### src/design/fprc_pkg.sv
`timescale 1ns / 1ps
package fprc_pkg;

  localparam int unsigned MaxPacketDef = 64;
  localparam int unsigned TotW = 17;

  localparam logic [7:0] Hdr0 = 8'hFF;
  localparam logic [7:0] Hdr1 = 8'hFE;
  localparam logic [7:0] Hdr2 = 8'hFD;
  localparam logic [15:0] CrcPoly = 16'h8005;

  typedef enum logic [2:0] {
    ST_HUNT    = 3'd0,
    ST_HEADER  = 3'd1,
    ST_RECV    = 3'd2,
    ST_OK      = 3'd3,
    ST_CRC_ERR = 3'd4,
    ST_LEN_ERR = 3'd5
  } status_e;

  typedef enum logic [2:0] {
    S_IDLE,
    S_RD,
    S_PROC,
    S_BODY_RD,
    S_BODY_EM,
    S_SRCH_RD,
    S_SRCH_CHK,
    S_FIN
  } state_e;

  function automatic logic [7:0] hdr_byte(input logic [1:0] idx);
    logic [7:0] r;
    unique case (idx)
      2'd0: r = Hdr0;
      2'd1: r = Hdr1;
      default: r = Hdr2;
    endcase
    return r;
  endfunction

  function automatic logic [15:0] crc16_step(input logic [15:0] crc, input logic [7:0] b);
    logic [15:0] c;
    c = crc ^ {b, 8'h00};
    for (int i = 0; i < 8; i++) begin
      if (c[15]) begin
        c = {c[14:0], 1'b0} ^ CrcPoly;
      end else begin
        c = {c[14:0], 1'b0};
      end
    end
    return c;
  endfunction

endpackage

### src/design/fprc_store.sv
`timescale 1ns / 1ps
module fprc_store #(
  parameter int unsigned Depth = 64,
  parameter int unsigned AddrW = $clog2(Depth)
) (
  input  logic             clk_i,
  input  logic             we_i,
  input  logic [AddrW-1:0] waddr_i,
  input  logic [7:0]       wdata_i,
  input  logic             re_i,
  input  logic [AddrW-1:0] raddr_i,
  output logic [7:0]       rdata_o
);

  logic [7:0] mem [Depth];
  logic [7:0] rdata_q;

  always_ff @(posedge clk_i) begin
    if (we_i) begin
      mem[waddr_i] <= wdata_i;
    end
    if (re_i) begin
      rdata_q <= mem[raddr_i];
    end
  end

  assign rdata_o = rdata_q;

endmodule

### src/design/framed_packet_receiver_crc16_top.sv
`timescale 1ns / 1ps
// Channel | Direction | Handshake              | Payload
// rx      | in        | rx_valid_i, rx_stall_o | rx_byte_i
// out     | out       | out_valid_o, out_stall_i | status_o, body_byte_o, body_valid_o, body_last_o
// A plain byte is accepted (S_IDLE), processed (S_PROC) and gives one result transaction (S_FIN).
// Each replayed byte is first read from the packet store (S_RD). The store has a single read port,
// so a good packet emits each body byte after its own read (S_BODY_RD, S_BODY_EM), and a resync
// search reads each stored byte before it checks it (S_SRCH_RD, S_SRCH_CHK).
// Reset is asynchronous and clears all control state; the store needs no clearing.
// A stall on the output holds the sequencer in its process and emit states until the result is taken.
module framed_packet_receiver_crc16_top #(
  parameter int unsigned MaxPacket = fprc_pkg::MaxPacketDef
) (
  input  logic       clk_i,
  input  logic       rst_ni,
  input  logic       rx_valid_i,
  output logic       rx_stall_o,
  input  logic [7:0] rx_byte_i,
  output logic       out_valid_o,
  input  logic       out_stall_i,
  output logic [2:0] status_o,
  output logic [7:0] body_byte_o,
  output logic       body_valid_o,
  output logic       body_last_o
);
  import fprc_pkg::*;

  localparam int unsigned AW = $clog2(MaxPacket);
  localparam int unsigned CW = $clog2(MaxPacket + 1);
  localparam logic [CW:0] MaxW = (CW + 1)'(MaxPacket);
  localparam logic [TotW-1:0] MaxT = TotW'(MaxPacket);

  function automatic logic [AW-1:0] wrap(input logic [CW:0] s);
    logic [CW:0] r;
    r = (s >= MaxW) ? (s - MaxW) : s;
    return r[AW-1:0];
  endfunction

  state_e state_q, state_d;
  logic [CW-1:0] c_q, c_d, replay_q, replay_d, idx_q, idx_d, live_q, live_d, t_q, t_d;
  logic [AW-1:0] base_q, base_d;
  logic hs_q, hs_d, src_mem_q, src_mem_d, emitted_q, emitted_d;
  logic [TotW-1:0] total_q, total_d;
  logic [15:0] crc_q, crc_d;
  logic [7:0] lenlo_q, lenlo_d, prev_q, prev_d, b_q, b_d, w0_q, w0_d, w1_q, w1_d;
  status_e last_q, last_d;
  logic ov_q, ov_d, obv_q, obv_d, obl_q, obl_d;
  logic [2:0] ost_q, ost_d;
  logic [7:0] obyte_q, obyte_d;

  logic we, re;
  logic [AW-1:0] waddr, raddr;
  logic [7:0] rdata;

  logic can_push, push, push_v, push_l, go_next, drop;
  status_e push_st;
  logic [7:0] push_byte, b;
  logic [CW-1:0] c1, nr, live_now;
  logic [CW:0] drop_n;
  logic [TotW-1:0] tot_new;
  logic [15:0] len;

  fprc_store #(.Depth(MaxPacket), .AddrW(AW)) u_store (
    .clk_i   (clk_i),
    .we_i    (we),
    .waddr_i (waddr),
    .wdata_i (rx_byte_i),
    .re_i    (re),
    .raddr_i (raddr),
    .rdata_o (rdata)
  );

  always_ff @(posedge clk_i or negedge rst_ni) begin
    if (!rst_ni) begin
      state_q   <= S_IDLE;
      c_q       <= '0;
      replay_q  <= '0;
      base_q    <= '0;
      hs_q      <= 1'b0;
      total_q   <= '0;
      crc_q     <= '0;
      emitted_q <= 1'b0;
      last_q    <= ST_HUNT;
      ov_q      <= 1'b0;
    end else begin
      state_q   <= state_d;
      c_q       <= c_d;
      replay_q  <= replay_d;
      base_q    <= base_d;
      hs_q      <= hs_d;
      total_q   <= total_d;
      crc_q     <= crc_d;
      emitted_q <= emitted_d;
      last_q    <= last_d;
      ov_q      <= ov_d;
    end
  end

  always_ff @(posedge clk_i) begin
    idx_q     <= idx_d;
    live_q    <= live_d;
    t_q       <= t_d;
    src_mem_q <= src_mem_d;
    lenlo_q   <= lenlo_d;
    prev_q    <= prev_d;
    b_q       <= b_d;
    w0_q      <= w0_d;
    w1_q      <= w1_d;
    ost_q     <= ost_d;
    obyte_q   <= obyte_d;
    obv_q     <= obv_d;
    obl_q     <= obl_d;
  end

  always_comb begin
    state_d = state_q;
    c_d = c_q;
    replay_d = replay_q;
    base_d = base_q;
    hs_d = hs_q;
    total_d = total_q;
    crc_d = crc_q;
    emitted_d = emitted_q;
    last_d = last_q;
    idx_d = idx_q;
    live_d = live_q;
    t_d = t_q;
    src_mem_d = src_mem_q;
    lenlo_d = lenlo_q;
    prev_d = prev_q;
    b_d = b_q;
    w0_d = w0_q;
    w1_d = w1_q;
    ov_d = ov_q && out_stall_i;
    ost_d = ost_q;
    obyte_d = obyte_q;
    obv_d = obv_q;
    obl_d = obl_q;
    we = 1'b0;
    re = 1'b0;
    waddr = wrap((CW + 1)'(base_q) + (CW + 1)'(c_q));
    raddr = wrap((CW + 1)'(base_q) + (CW + 1)'(c_q));
    can_push = !ov_q || !out_stall_i;
    push = 1'b0;
    push_st = ST_HUNT;
    push_byte = '0;
    push_v = 1'b0;
    push_l = 1'b0;
    go_next = 1'b0;
    drop = 1'b0;
    drop_n = '0;
    nr = replay_q;
    b = src_mem_q ? rdata : b_q;
    c1 = c_q + CW'(1);
    live_now = c1 + replay_q;
    len = {b, lenlo_q};
    tot_new = TotW'(len) + TotW'(5);

    unique case (state_q)
      S_IDLE: begin
        if (rx_valid_i) begin
          we = 1'b1;
          b_d = rx_byte_i;
          src_mem_d = 1'b0;
          emitted_d = 1'b0;
          last_d = ST_HUNT;
          state_d = S_PROC;
        end
      end
      S_RD: begin
        re = 1'b1;
        replay_d = replay_q - CW'(1);
        src_mem_d = 1'b1;
        state_d = S_PROC;
      end
      S_PROC: begin
        if (can_push) begin
          go_next = 1'b1;
          if (!hs_q) begin
            if (c_q < CW'(3) && b == hdr_byte(c_q[1:0])) begin
              c_d = c1;
              crc_d = crc16_step(crc_q, b);
              if (c1 == CW'(3)) begin
                hs_d = 1'b1;
                last_d = ST_HEADER;
              end else begin
                last_d = ST_HUNT;
              end
            end else begin
              drop = 1'b1;
              drop_n = (CW + 1)'(1);
              nr = c_q + replay_q;
              last_d = ST_HUNT;
            end
          end else begin
            c_d = c1;
            prev_d = b;
            if (c1 <= CW'(5) || TotW'(c_q) + TotW'(2) < total_q) begin
              crc_d = crc16_step(crc_q, b);
            end
            if (c1 < CW'(5)) begin
              if (c_q == CW'(3)) begin
                lenlo_d = b;
              end
              last_d = ST_RECV;
            end else if (c1 == CW'(5)) begin
              total_d = tot_new;
              if (len < 16'd2 || tot_new > MaxT) begin
                push = 1'b1;
                push_st = ST_LEN_ERR;
                drop = 1'b1;
                drop_n = (CW + 1)'(1);
                nr = c_q + replay_q;
              end else begin
                last_d = ST_RECV;
              end
            end else if (TotW'(c1) >= total_q) begin
              if ({b, prev_q} == crc_q) begin
                if (c1 <= CW'(7)) begin
                  push = 1'b1;
                  push_st = ST_OK;
                  drop = 1'b1;
                  drop_n = (CW + 1)'(c1);
                end else begin
                  go_next = 1'b0;
                  t_d = c1;
                  idx_d = CW'(5);
                  state_d = S_BODY_RD;
                end
              end else begin
                push = 1'b1;
                push_st = ST_CRC_ERR;
                live_d = live_now;
                if (live_now >= CW'(10)) begin
                  go_next = 1'b0;
                  idx_d = CW'(3);
                  state_d = S_SRCH_RD;
                end else begin
                  drop = 1'b1;
                  drop_n = (CW + 1)'(live_now);
                  nr = '0;
                end
              end
            end else begin
              last_d = ST_RECV;
            end
          end
        end
      end
      S_BODY_RD: begin
        re = 1'b1;
        raddr = wrap((CW + 1)'(base_q) + (CW + 1)'(idx_q));
        state_d = S_BODY_EM;
      end
      S_BODY_EM: begin
        if (can_push) begin
          push = 1'b1;
          push_st = ST_OK;
          push_byte = rdata;
          push_v = 1'b1;
          push_l = (idx_q == t_q - CW'(3));
          if (push_l) begin
            go_next = 1'b1;
            drop = 1'b1;
            drop_n = (CW + 1)'(t_q);
          end else begin
            idx_d = idx_q + CW'(1);
            state_d = S_BODY_RD;
          end
        end
      end
      S_SRCH_RD: begin
        re = 1'b1;
        raddr = wrap((CW + 1)'(base_q) + (CW + 1)'(idx_q));
        state_d = S_SRCH_CHK;
      end
      S_SRCH_CHK: begin
        if (idx_q >= CW'(5) && w1_q == Hdr0 && w0_q == Hdr1 && rdata == Hdr2) begin
          go_next = 1'b1;
          drop = 1'b1;
          drop_n = (CW + 1)'(idx_q - CW'(2));
          nr = live_q - (idx_q - CW'(2));
        end else if ((CW + 1)'(idx_q) + (CW + 1)'(6) > (CW + 1)'(live_q)) begin
          go_next = 1'b1;
          drop = 1'b1;
          drop_n = (CW + 1)'(live_q);
          nr = '0;
        end else begin
          w1_d = w0_q;
          w0_d = rdata;
          idx_d = idx_q + CW'(1);
          state_d = S_SRCH_RD;
        end
      end
      S_FIN: begin
        if (emitted_q) begin
          state_d = S_IDLE;
        end else if (can_push) begin
          push = 1'b1;
          push_st = last_q;
          state_d = S_IDLE;
        end
      end
      default: state_d = S_IDLE;
    endcase

    if (drop) begin
      base_d = wrap((CW + 1)'(base_q) + drop_n);
      c_d = '0;
      hs_d = 1'b0;
      total_d = '0;
      crc_d = '0;
    end
    if (go_next) begin
      replay_d = nr;
      state_d = (nr != '0) ? S_RD : S_FIN;
    end
    if (push) begin
      ov_d = 1'b1;
      ost_d = 3'(push_st);
      obyte_d = push_byte;
      obv_d = push_v;
      obl_d = push_l;
      emitted_d = 1'b1;
    end
  end

  assign rx_stall_o   = (state_q != S_IDLE);
  assign out_valid_o  = ov_q;
  assign status_o     = ost_q;
  assign body_byte_o  = obyte_q;
  assign body_valid_o = obv_q;
  assign body_last_o  = obl_q;

endmodule

### config.mk
export PLATFORM = sky130hd
export DESIGN_NAME = framed_packet_receiver_crc16_top
export DESIGN_NICKNAME = d
export VERILOG_FILES = /design/src/design/fprc_pkg.sv /design/src/design/fprc_store.sv /design/src/design/framed_packet_receiver_crc16_top.sv
export SDC_FILE = /design/constraint.sdc
export NUM_CORES = 1
export LEC_CHECK = 0
export BUFFER_PORTS_ARGS = -buffer_cell sky130_fd_sc_hd__clkbuf_2
export CAP_MARGIN = 5
export CELL_PAD_IN_SITES_DETAIL_PLACEMENT = 1
export CELL_PAD_IN_SITES_GLOBAL_PLACEMENT = 2
export CORE_UTILIZATION = 48
export DETAILED_ROUTE_END_ITERATION = 8
export PLACE_DENSITY = 0.86
export SLEW_MARGIN = 20
export SYNTH_ARGS = -nofsm -noshare
export SYNTH_HDL_FRONTEND = slang
export SYNTH_SLANG_ARGS = --single-unit
### constraint.sdc
create_clock -name clk_i -period 5.6 [get_ports clk_i]
set_input_delay 0.28 -clock clk_i [delete_from_list [all_inputs] [get_ports clk_i]]
set_output_delay 0.28 -clock clk_i [all_outputs]
set_load 0.02 [all_outputs]
==> impl_metrics.py, run 1 <==
metrics = {
    "timing": {
        "rsz0062_at_grt": "no",
        "slew_violations": 0,
        "tightest_slew_ns": 1.10,
        "fin_ws_ns": 0.451,
        "timing.final.crit_share_pct": 91.9,
        "period_minus_slack_ns": 5.15,
        "finClkSkew_ns": 0.0331,
        "setup-tns-final_ns": 0,
        "setup_viol": 0,
        "slew_headroom_pct": 26.4,
        "hold_viol_final": 0,
        "max_freq_mhz": 194,
    },
    "synth": {
        "synthFlopType": "edfxtp_1",
        "synth_area_per_cell_um2": 15.3,
        "syn-cell-area_um2": 30400,
        "synth_top_family_by_area": "multiplexers",
        "synth-edff-count": 595,
        "synth_compound_area_share_pct": 7.64,
        "synthSimpleGateAreaFrac_pct": 7.53,
        "seq_area_frac_synth_pct": 63.8,
        "synth-async-reset-ratio_pct": 9.30,
        "synthesis.nets": 2091,
        "ys_warn_count": 0,
        "synth_mux_area_share_pct": 11.9,
        "synth_xor_area_share_pct": 3.28,
        "synth_cells": 1993,
        "synthAdderAreaFrac_pct": 3.69,
        "synth.distinct_cells": 90,
        "synth-seq-cells": 656,
    },
    "clocking": {
        "cts_buffers": 69,
        "clock_sinks": 656,
        "postCtsSetupRepairBufs": 0,
        "clk_pin_slew_worst_paths_ns": 0.06,
        "cts_root_buf": "clkbuf_16",
        "cts_tree": "done",
        "cts_htree_levels": 3,
        "clockBufferDepth": 3,
        "clk_latency_ns": 0.64,
    },
    "drt": {
        "wl_um": 80500,
        "drcViolationCount": 0,
        "routedWlPerCell_um": 27.3,
        "routed_via_density": 6.11,
        "postRouteAntennaNets": 0,
        "dr.first_iter.drc_count": 1494,
        "vias": 17995,
        "first_pass_iters": 5,
    },
    "worst_setup_path": {
        "required_ns": 6.16,
        "endpoint_kind": "register",
        "cp_top_family": "compound AO/OA/AOI/OAI gates",
        "cp_max_fo": 12,
        "cp.arrival_ns": 5.71,
        "critPathLaunchType": "register",
        "path_class": "register to register",
        "worstPathCellList": "ha_1 -> nand2_1 -> xnor2_1 -> ha_1 -> or2_2 -> o21ai_1 -> xnor2_1 -> a211o_1 -> or3_1 -> nor3_2 -> a221o_1 -> ha_1 -> a21o_1 -> a21oi_1 -> o21bai_1 -> a21oi_1 -> a21oi_1 -> a221oi_1 -> xor2_1",
        "cp_slowest_cell": "dfrtp_1",
        "max_stage_delay_ns": 0.51,
        "critPathBufInv": 0,
    },
    "global_routing": {
        "grt_pass1_vias": 19234,
        "grt_overflow": 0,
        "grt_pass1_wl_um": 122000,
        "grt_max_degree": 66,
        "antenna_found_initial": 0,
        "grtUsageTotal_pct": 25.8,
    },
    "placed_design": {
        "io_buffers": 26,
        "preCtsSetupSlack_ns": 0.352,
        "gp_congestion": 0.925,
        "dpl-instance-area_um2": 31700,
        "post-dp-hpwl_um": 53000,
    },
    "layout": {
        "n_antenna_cell": 0,
        "largest_reg_flops": 512,
        "nets": 2156,
        "reg.largest.list": "u_store.mem: 512 flops, total_q: 17 flops, crc_q: 16 flops",
        "fillers": 5881,
        "top_register": "u_store.mem",
        "final_cell_area_um2": 34000,
        "final_util_pct": 54.6,
        "final_cell_mix": "595 x edfxtp_1, 148 x nor2_1, 128 x mux4_2, 101 x a21oi_1, 99 x nand2_1",
        "area_growth_pct": 11.6,
        "layout_commonest_cell": "edfxtp_1",
        "drive_gt1_share_pct": 17.7,
    },
    "flow_run": {
        "maxCapViolations": 0,
    },
    "power": {
        "p_leak_nw": 11.5,
        "internal_power_w": 0.00790,
        "sequentialPowerShare_pct": 53.5,
        "powerDensity_nw_per_um2": 293,
        "switching_share_pct": 20.7,
        "power_frac_comb_pct": 0.8,
        "power_w": 0.00996,
        "p_sw_w": 0.00206,
        "p_clk_share_pct": 45.6,
        "vdd_drop_max_mv": 0.301,
    },
    "run_status": {
        "status": "completed",
    },
    "min_path": {
        "hp-class": "primary input to register",
    },
    "floorplanning": {
        "die_w_um": 254,
        "io_pins": 27,
        "dieArea_um2": 64400,
        "start_util_pct": 48.9,
        "fp-row-count": 91,
        "die_h_um": 254,
        "core-area_um2": 62200,
    },
}
## synth_stat cells, types with 7 or more instances
cell type    n  share of area, %
edfxtp_1   595                59
nor2_1     148               1.8
mux4_2     128               9.5
a21oi_1    102               1.7
nand2_1     99               1.2
ha_1        80               3.3
xnor2_1     71               2.0
dfrtp_1     61               5.0
inv_1       58              0.72
clkbuf_1    48              0.59
mux2i_1     48               1.6
a211oi_1    47               1.2
o21ai_0     45              0.74
xor2_1      43               1.2
nor2b_1     35              0.72
nand3_1     33              0.54
nor3_1      31              0.51
buf_2       19              0.31
o211ai_1    18              0.44
a21o_1      17              0.42
nand4_1     17              0.35
and2_1      15              0.31
o21a_1      12              0.30
mux2_2      11              0.41
nand2b_1    11              0.23
nor4_1      10              0.21
a211oi_2     9              0.37
a31oi_1      8              0.16
buf_4        8              0.20
buf_6        7              0.26
nand4b_1     7              0.20
## logic make-up (layout without fill, tap and decap cells)
group / after synthesis / in the layout
compound gates: 338 / 338
xor+xnor: 114 / 114
fa+ha+maj: 86 / 86
buf+inv: 148 / 263
flops: 656 / 656
mux: 195 / 195
simple gates: 456 / 456
## worst register-to-register path: cells and delay by family (launching register included)
| family | cells | cell delay [ns] |
|---|---|---|
| AOI/OAI and AO/OA | 9 | 1.70 |
| xor gates and xnor gates | 3 | 0.57 |
| adders and majority gates | 3 | 0.95 |
| DFF | 1 | 0.51 |
| and+or+nand+nor | 4 | 1.36 |
## power by group through the flow
stage / sequential, W / clock [W] / combinational [W]
finish: 0.00533 / 0.00454 / 0.0000826
global route: 0.00533 / 0.00475 / 0.0000895
CTS: 0.00533 / 0.00461 / 0.0000854
detailed placement: 0.00543 / 0 / 0.0000848
global placement: 0.00543 / 0 / 0.0000762
floorplan: 0.00543 / 0 / 0.0000000359
## per-layer routing
layer | track usage (%) | vias to the layer above | wire [um] | share of wire (%)
li1 | - | 7883 | - | -
met4 | 9.55 | 0 | 2820 | 3.5
met3 | 3.68 | 154 | 4160 | 5.2
met5 | 0 | - | 0 | 0
met1 | 34.2 | 9367 | 33400 | 41
met2 | 43.2 | 591 | 40100 | 50
## per-stage QoR
stage	hold WS, ns	instances
final	0.0865	2945
after detailed placement	0.468	2823
after CTS	0.0621	2945
after floorplan	-0.0156	1993
after global placement	0.457	2823
after global routing	0.132	2945
## path summary, 6_finish.rpt
path | startpoint | end | slack, ns | cells past startpoint
max reg2reg | c_q[1] | base_q[5] | 0.45 | 19
min | out_stall_i | out_valid_o | 0.09 | 3
min reg2reg | emitted_q | emitted_q | 0.49 | 2
min in group asynchronous | rst_ni | replay_q[6] | 0.38 | 3
max in group asynchronous | rst_ni | c_q[0] | 4.59 | 3
max | c_q[1] | base_q[5] | 0.45 | 19
## layout make-up
cell class	count	area [um2]	share of cell area [%]
Multi-Input combinational cell	1189	10400	30.7
Tap cell	837	1050	3.08
Timing Repair Buffer	81	633	1.86
Inverter	61	229	0.674
Clock inverter	42	424	1.25
Sequential cell	656	19400	57.1
Clock buffer	79	1790	5.28
## what timing repair did
item,4_1_cts,5_1_grt
hold buffers,1,0
endpoints found under the hold margin,61,0
setup endpoints to repair,0,1
gates resized for setup,0,3
No activity file was read; power rests on OpenSTA's default activity.
==> run 2, diff against run 1 <==
ABC_AREA = 1   (was default)
CORE_UTILIZATION = 43   (was 48)
MAX_ROUTING_LAYER = met4   (was default)
PLACE_DENSITY = 0.91   (was 0.86)
==> run 2 against run 1 <==
Net effect: clock skew is 0.0098 ns higher; register-to-register slack got worse by 0.11 ns; core utilization is 6.5 points lower; fmax is 2.1% lower; worst setup slack worse by 0.11 ns; critical endpoint unchanged; largest cell class unchanged.
==> impl_metrics.py, run 2 <==
metrics = {
    "run_status": {
        "status": "completed",
    },
    "worst_setup_path": {
        "timing.rr.start": "c_q[2]",
        "max_stage_delay_ns": 0.53,
        "cp_max_fo": 9,
        "rrSetupSlack_ns": 0.34,
        "r2r_cells": 29,
        "crit_top_cell": "nor2_1",
        "required_ns": 6.15,
        "cp.arrival_ns": 5.81,
        "cp_slowest_cell": "dfrtp_1",
        "r2r_end": "base_q[5]",
        "critPathLaunchType": "register",
        "endpoint_kind": "register",
        "path_class": "register to register",
    },
    "clocking": {
        "clockBufferDepth": 3,
        "cts_buffers": 70,
        "clk_latency_ns": 0.64,
        "cts_tree": "done",
        "cts_htree_levels": 3,
        "clk_pin_slew_worst_paths_ns": 0.06,
        "clock_sinks": 656,
        "cts_root_buf": "clkbuf_16",
    },
    "layout": {
        "top_register": "u_store.mem",
        "final_cell_area_um2": 34500,
        "drive_gt1_share_pct": 10.1,
        "register_area_um2": 19400,
        "multiInputGateArea_um2": 10400,
        "n_antenna_cell": 0,
        "area_growth_pct": 10.7,
        "layout_commonest_cell": "edfxtp_1",
        "reg.largest.list": "u_store.mem: 512 flops, total_q: 17 flops, crc_q: 16 flops",
        "final_cell_mix": "595 x edfxtp_1, 444 x nor2_1, 372 x nand2_1, 297 x o21ai_0, 184 x inv_1",
        "nets": 2951,
        "largest_reg_flops": 512,
        "fillers": 7701,
    },
    "synth": {
        "synth_top_cell_area_share_pct": 57.4,
        "synthSimpleGateAreaFrac_pct": 14.9,
        "synth_top_area_cell": "edfxtp_1",
        "seq_area_frac_synth_pct": 62.3,
        "synth_compound_area_share_pct": 12.6,
        "synth-seq-cells": 656,
        "syn-cell-area_um2": 31100,
        "synthTopCellsByCount": "595 x edfxtp_1, 444 x nor2_1, 373 x nand2_1",
        "synth_xor_area_share_pct": 2.16,
        "synthesis.nets": 2947,
        "synth_cells": 2849,
        "synth_area_per_cell_um2": 10.9,
        "synth_top_family_by_area": "simple AND/OR/NAND/NOR gates",
        "synth_area_leaders": "edfxtp_1 57%, nor2_1 5.4%, dfrtp_1 4.9%, o21ai_0 4.8%, nand2_1 4.5%",
        "yosysMostFrequentCell": "edfxtp_1",
        "ys_warn_count": 0,
        "synth_mux_area_share_pct": 0,
        "synth-async-reset-ratio_pct": 9.30,
        "synthFlopType": "edfxtp_1",
        "synth-edff-count": 595,
        "synthAdderAreaFrac_pct": 3.60,
        "synth.distinct_cells": 63,
    },
    "drt": {
        "postRouteAntennaNets": 0,
        "dr.first_iter.drc_count": 2000,
        "routed_via_density": 5.86,
        "wl_um": 94900,
        "first_pass_iters": 5,
        "routedWlPerCell_um": 24.6,
        "vias": 22599,
        "drcViolationCount": 0,
    },
    "global_routing": {
        "met1_usage_pct": 33.6,
        "antenna_found_initial": 0,
        "use_met2_pct": 43.4,
        "grt_pass1_vias": 23482,
        "grt_overflow": 0,
        "grt_use_met3_pct": 3.60,
        "grt_max_degree": 153,
        "busiest_layer": "met2",
        "grtUsageTotal_pct": 26.4,
        "grt_pass1_wl_um": 144000,
    },
    "timing": {
        "slew_headroom_pct": 18.7,
        "tightest_slew_ns": 1.22,
        "period_minus_slack_ns": 5.26,
        "setup_viol": 0,
        "timing.final.crit_share_pct": 93.9,
        "rsz0062_at_grt": "no",
        "hold_viol_final": 0,
        "max_freq_mhz": 190,
        "setup-tns-final_ns": 0,
        "finClkSkew_ns": 0.0429,
        "slew_violations": 0,
    },
    "placed_design": {
        "post-dp-hpwl_um": 61700,
        "dpl-instance-area_um2": 32200,
        "io_buffers": 26,
        "gp_congestion": 0.925,
    },
    "floorplanning": {
        "start_util_pct": 43.5,
        "fp-row-count": 98,
        "dieArea_um2": 73500,
        "die_w_um": 271,
        "io_pins": 27,
        "core-area_um2": 71600,
        "die_h_um": 271,
    },
    "min_path": {
        "hp-start": "out_stall_i",
        "holdPathEnd": "out_valid_o",
        "hp-class": "primary input to register",
        "whs_path_depth": 3,
    },
    "flow_run": {
        "maxCapViolations": 0,
    },
}
run 2: changes by cell type after synthesis, moves of 35 or more:
cell and delta:
inv_1 +129, o21ai_0 +252, nor2_1 +296, a211oi_1 -44
mux2i_1 -48, nand2_1 +274, a21oi_1 -46, nor2b_1 -35
clkbuf_1 +43, mux4_2 -128, nand3_1 +98, o221ai_1 +109
xnor2_1 -43
run 2: routing by layer:
layer	routed length [um]	part of all wire, %
met5	0	0
met2	46500	49
met3	4880	5.1
met4	3350	3.5
met1	40100	42
run 2: how the worst max path moves through the flow:
stage / endpoint / cells after the start / slack (ns) / startpoint
CTS: base_q[5] / 27 / 0.17 / c_q[2]
detailed placement: base_q[5] / 27 / 0.24 / c_q[2]
global placement: base_q[5] / 27 / 0.50 / c_q[2]
floorplan: base_q[5] / 27 / 1.12 / c_q[1]
finish: base_q[5] / 29 / 0.34 / c_q[2]
global route: base_q[5] / 29 / 0.01 / c_q[2]
run 2: cell type report:
class | instances | area share [%]
flip-flops and latches | 656 | 56.2
clock buffers | 83 | 5.28
well taps | 950 | 3.45
multi-input cells | 1855 | 30.2
inverters | 209 | 2.32
repair buffers | 61 | 1.33
clock inverters | 45 | 1.17
run 2: timing repair:
action                                 4_1_cts  5_1_grt
setup buffers                                0        0
gates resized for setup                      0        2
endpoints found under the hold margin       61        0
setup endpoints to repair                    0        1
hold buffers                                 1        0
run 2: cells by family after synthesis:
| group | after synthesis |
|---|---|
| XOR/XNOR | 75 |
| flip-flops | 656 |
| adder cells (fa/ha/maj) | 86 |
| buffers and inverters | 338 |
| AO/OA/AOI/OAI | 617 |
| AND/OR/NAND/NOR | 1077 |
run 2: metrics by stage:
step | worst slack (ns) | hold WS (ns) | std cells | utilization, %
finish | 0.342 | 0.226 | 3859 | 48.2
global route | 0.0145 | 0.236 | 3859 | 48.2
CTS | 0.169 | 0.197 | 3859 | 48.1
detailed placement | 0.242 | 0.471 | 3730 | 45.0
global placement | 0.500 | 0.440 | 3730 | 45.0
floorplan | 1.12 | -0.0156 | 2849 | -
run 2: critical path: cells and delay by family (launching register included):
kind            cells  cell delay [ns]
xor+xnor            2             0.34
simple gates       16             2.36
compound gates      4             0.52
flops               1             0.53
buf+inv             4             0.52
fa+ha+maj           3             0.90
Power of run 2 is left out: the tool's default activity adds up to more than one toggle a clock period on the data nets, which glitch-free logic cannot reach.
==> run 3, diff against run 2 <==
MAX_ROUTING_LAYER = default   (was met4)
SETUP_SLACK_MARGIN = 0.1   (was default)
==> run 3 against run 2 <==
Net effect: final area increased by 0.10%; worst hold slack got worse by 0.0044 ns; via count about the same; first-iteration DRC count decreased by 3.5%; flip-flop and latch count unchanged; die area unchanged; fmax increased by 3.5%; non-clock buffer count increased by 3; routed wire length decreased by 0.33%; critical path depth decreased by 4; core utilization about the same; critical endpoint unchanged.
==> impl_metrics.py, run 3 (synthesized netlist as in run 2, its figures left out) <==
metrics = {
    "run_status": {
        "status": "completed",
    },
    "floorplanning": {
        "start_util_pct": 43.5,
        "io_pins": 27,
        "die_w_um": 271,
        "dieArea_um2": 73500,
        "die_h_um": 271,
        "core-area_um2": 71600,
        "fp-row-count": 98,
    },
    "placed_design": {
        "io_buffers": 26,
        "gp_congestion": 0.925,
        "post-dp-hpwl_um": 61800,
        "preCtsSetupSlack_ns": 0.247,
        "dp_cells": 3733,
        "dpl-instance-area_um2": 32300,
    },
    "worst_setup_path": {
        "endpoint_kind": "register",
        "required_ns": 6.10,
        "r2r_end": "base_q[5]",
        "critPathLaunchType": "register",
        "cp_slowest_cell": "edfxtp_1",
        "rrSetupSlack_ns": 0.52,
        "cp_max_fo": 17,
        "cp_top_family": "simple AND/OR/NAND/NOR gates",
        "critPathBufInv": 4,
        "max_stage_delay_ns": 0.81,
        "r2r_cells": 25,
        "path_class": "register to register",
        "timing.rr.start": "src_mem_q",
        "cp.arrival_ns": 5.58,
    },
    "min_path": {
        "hp-start": "out_stall_i",
        "holdPathEnd": "out_valid_o",
        "whs_path_depth": 3,
        "hp-class": "primary input to register",
    },
    "layout": {
        "register_area_um2": 19400,
        "area_growth_pct": 10.8,
        "top_register": "u_store.mem",
        "multiInputGateArea_um2": 10400,
        "n_antenna_cell": 0,
        "fillers": 7654,
        "layout_commonest_cell": "edfxtp_1",
        "layoutNonFillerInstCount": 3859,
        "final_cell_area_um2": 34500,
        "reg.largest.list": "u_store.mem: 512 flops, total_q: 17 flops, crc_q: 16 flops",
        "drive_gt1_share_pct": 10.4,
        "nets": 2953,
        "final_cell_mix": "595 x edfxtp_1, 443 x nor2_1, 372 x nand2_1, 297 x o21ai_0, 183 x inv_1",
        "largest_reg_flops": 512,
    },
    "global_routing": {
        "grt_pass1_wl_um": 144000,
        "grtUsageTotal_pct": 25.5,
        "antenna_found_initial": 0,
        "grt_overflow": 0,
        "grt_max_degree": 92,
        "grt_pass1_vias": 23599,
    },
    "clocking": {
        "cts_htree_levels": 3,
        "clk_latency_ns": 0.62,
        "cts_buffers": 69,
        "cts_tree": "done",
        "clockBufferDepth": 3,
        "clock_sinks": 656,
        "clk_pin_slew_worst_paths_ns": 0.06,
        "cts_root_buf": "clkbuf_16",
    },
    "flow_run": {
        "maxCapViolations": 0,
    },
    "timing": {
        "fin_ws_ns": 0.518,
        "period_minus_slack_ns": 5.08,
        "tightest_slew_ns": 1.10,
        "rsz0062_at_grt": "no",
        "finClkSkew_ns": 0.0267,
        "timing.final.crit_share_pct": 90.8,
        "setup_viol": 0,
        "slew_violations": 0,
        "hold_viol_final": 0,
        "slew_headroom_pct": 25.7,
        "setup-tns-final_ns": 0,
        "max_freq_mhz": 197,
    },
    "drt": {
        "routed_via_density": 5.86,
        "first_pass_iters": 5,
        "postRouteAntennaNets": 0,
        "routedWlPerCell_um": 24.5,
        "vias": 22605,
        "drcViolationCount": 0,
        "wl_um": 94500,
        "dr.first_iter.drc_count": 1930,
    },
}
## run 3: cell types whose count changed in the layout (fill, tap and decap cells not counted), sizes merged
cell    delta
clkinv     -9
buf        +3
inv        +3
clkbuf     +2
bufinv     +1
## run 3: routing by layer
| layer | GRT usage, % | up-vias | wire length (um) |
|---|---|---|---|
| met2 | 43.3 | 755 | 46400 |
| met1 | 33.5 | 11461 | 39600 |
| li1 | - | 10203 | - |
| met5 | 0 | - | 0 |
| met4 | 9.28 | 0 | 3290 |
| met3 | 3.34 | 186 | 5240 |
## run 3: per-stage QoR
| step | hold WS [ns] | util [%] |
|---|---|---|
| finish | 0.222 | 48.2 |
| global placement | 0.441 | 45.0 |
| CTS | 0.194 | 48.2 |
| floorplan | -0.0156 | - |
| global route | 0.232 | 48.2 |
| detailed placement | 0.458 | 45.0 |
## run 3: worst max-delay path by stage
| stage | from | to | slack (ns) | cells after the start |
|---|---|---|---|---|
| finish | src_mem_q | base_q[5] | 0.52 | 25 |
| global route | src_mem_q | base_q[5] | 0.20 | 25 |
| CTS | c_q[2] | base_q[5] | 0.18 | 27 |
| detailed placement | c_q[2] | base_q[5] | 0.25 | 27 |
| global placement | c_q[0] | base_q[5] | 0.47 | 26 |
| floorplan | c_q[1] | base_q[5] | 1.12 | 27 |
## run 3: what timing repair did
action	CTS	global route
endpoints found under the setup margin	0	1
hold buffers	1	0
resized for setup	0	7
setup buffers	0	0
endpoints found under the hold margin	61	0
## run 3: worst reg2reg max path, stage by stage (launching register included)
cell,delay (ns)
edfxtp_1,0.81
inv_6,0.15
nand2_1,0.15
nand2_4,0.13
xnor2_1,0.28
ha_1,0.24
nand2_1,0.08
nor4_1,0.35
nand3_1,0.13
nor2_1,0.46
inv_1,0.20
nor2_2,0.19
inv_2,0.09
o211ai_1,0.17
a21oi_1,0.10
o221ai_1,0.26
ha_1,0.25
nand3_1,0.09
nand2_1,0.12
a21oi_1,0.09
nor2_1,0.16
nor2_1,0.06
inv_1,0.07
or2_2,0.10
nand3_1,0.08
xnor2_1,0.16
## run 3: area by class of cell
type                       instances  share of cell area, %
sequential                       656                   56.2
clock inverter                    40                   1.14
tap                              950                   3.44
multi-input combinational       1855                   30.2
timing repair buffer              64                   1.39
clock buffer                      85                   5.36
inverter                         209                   2.32
Power of run 3 is left out for the same reason.
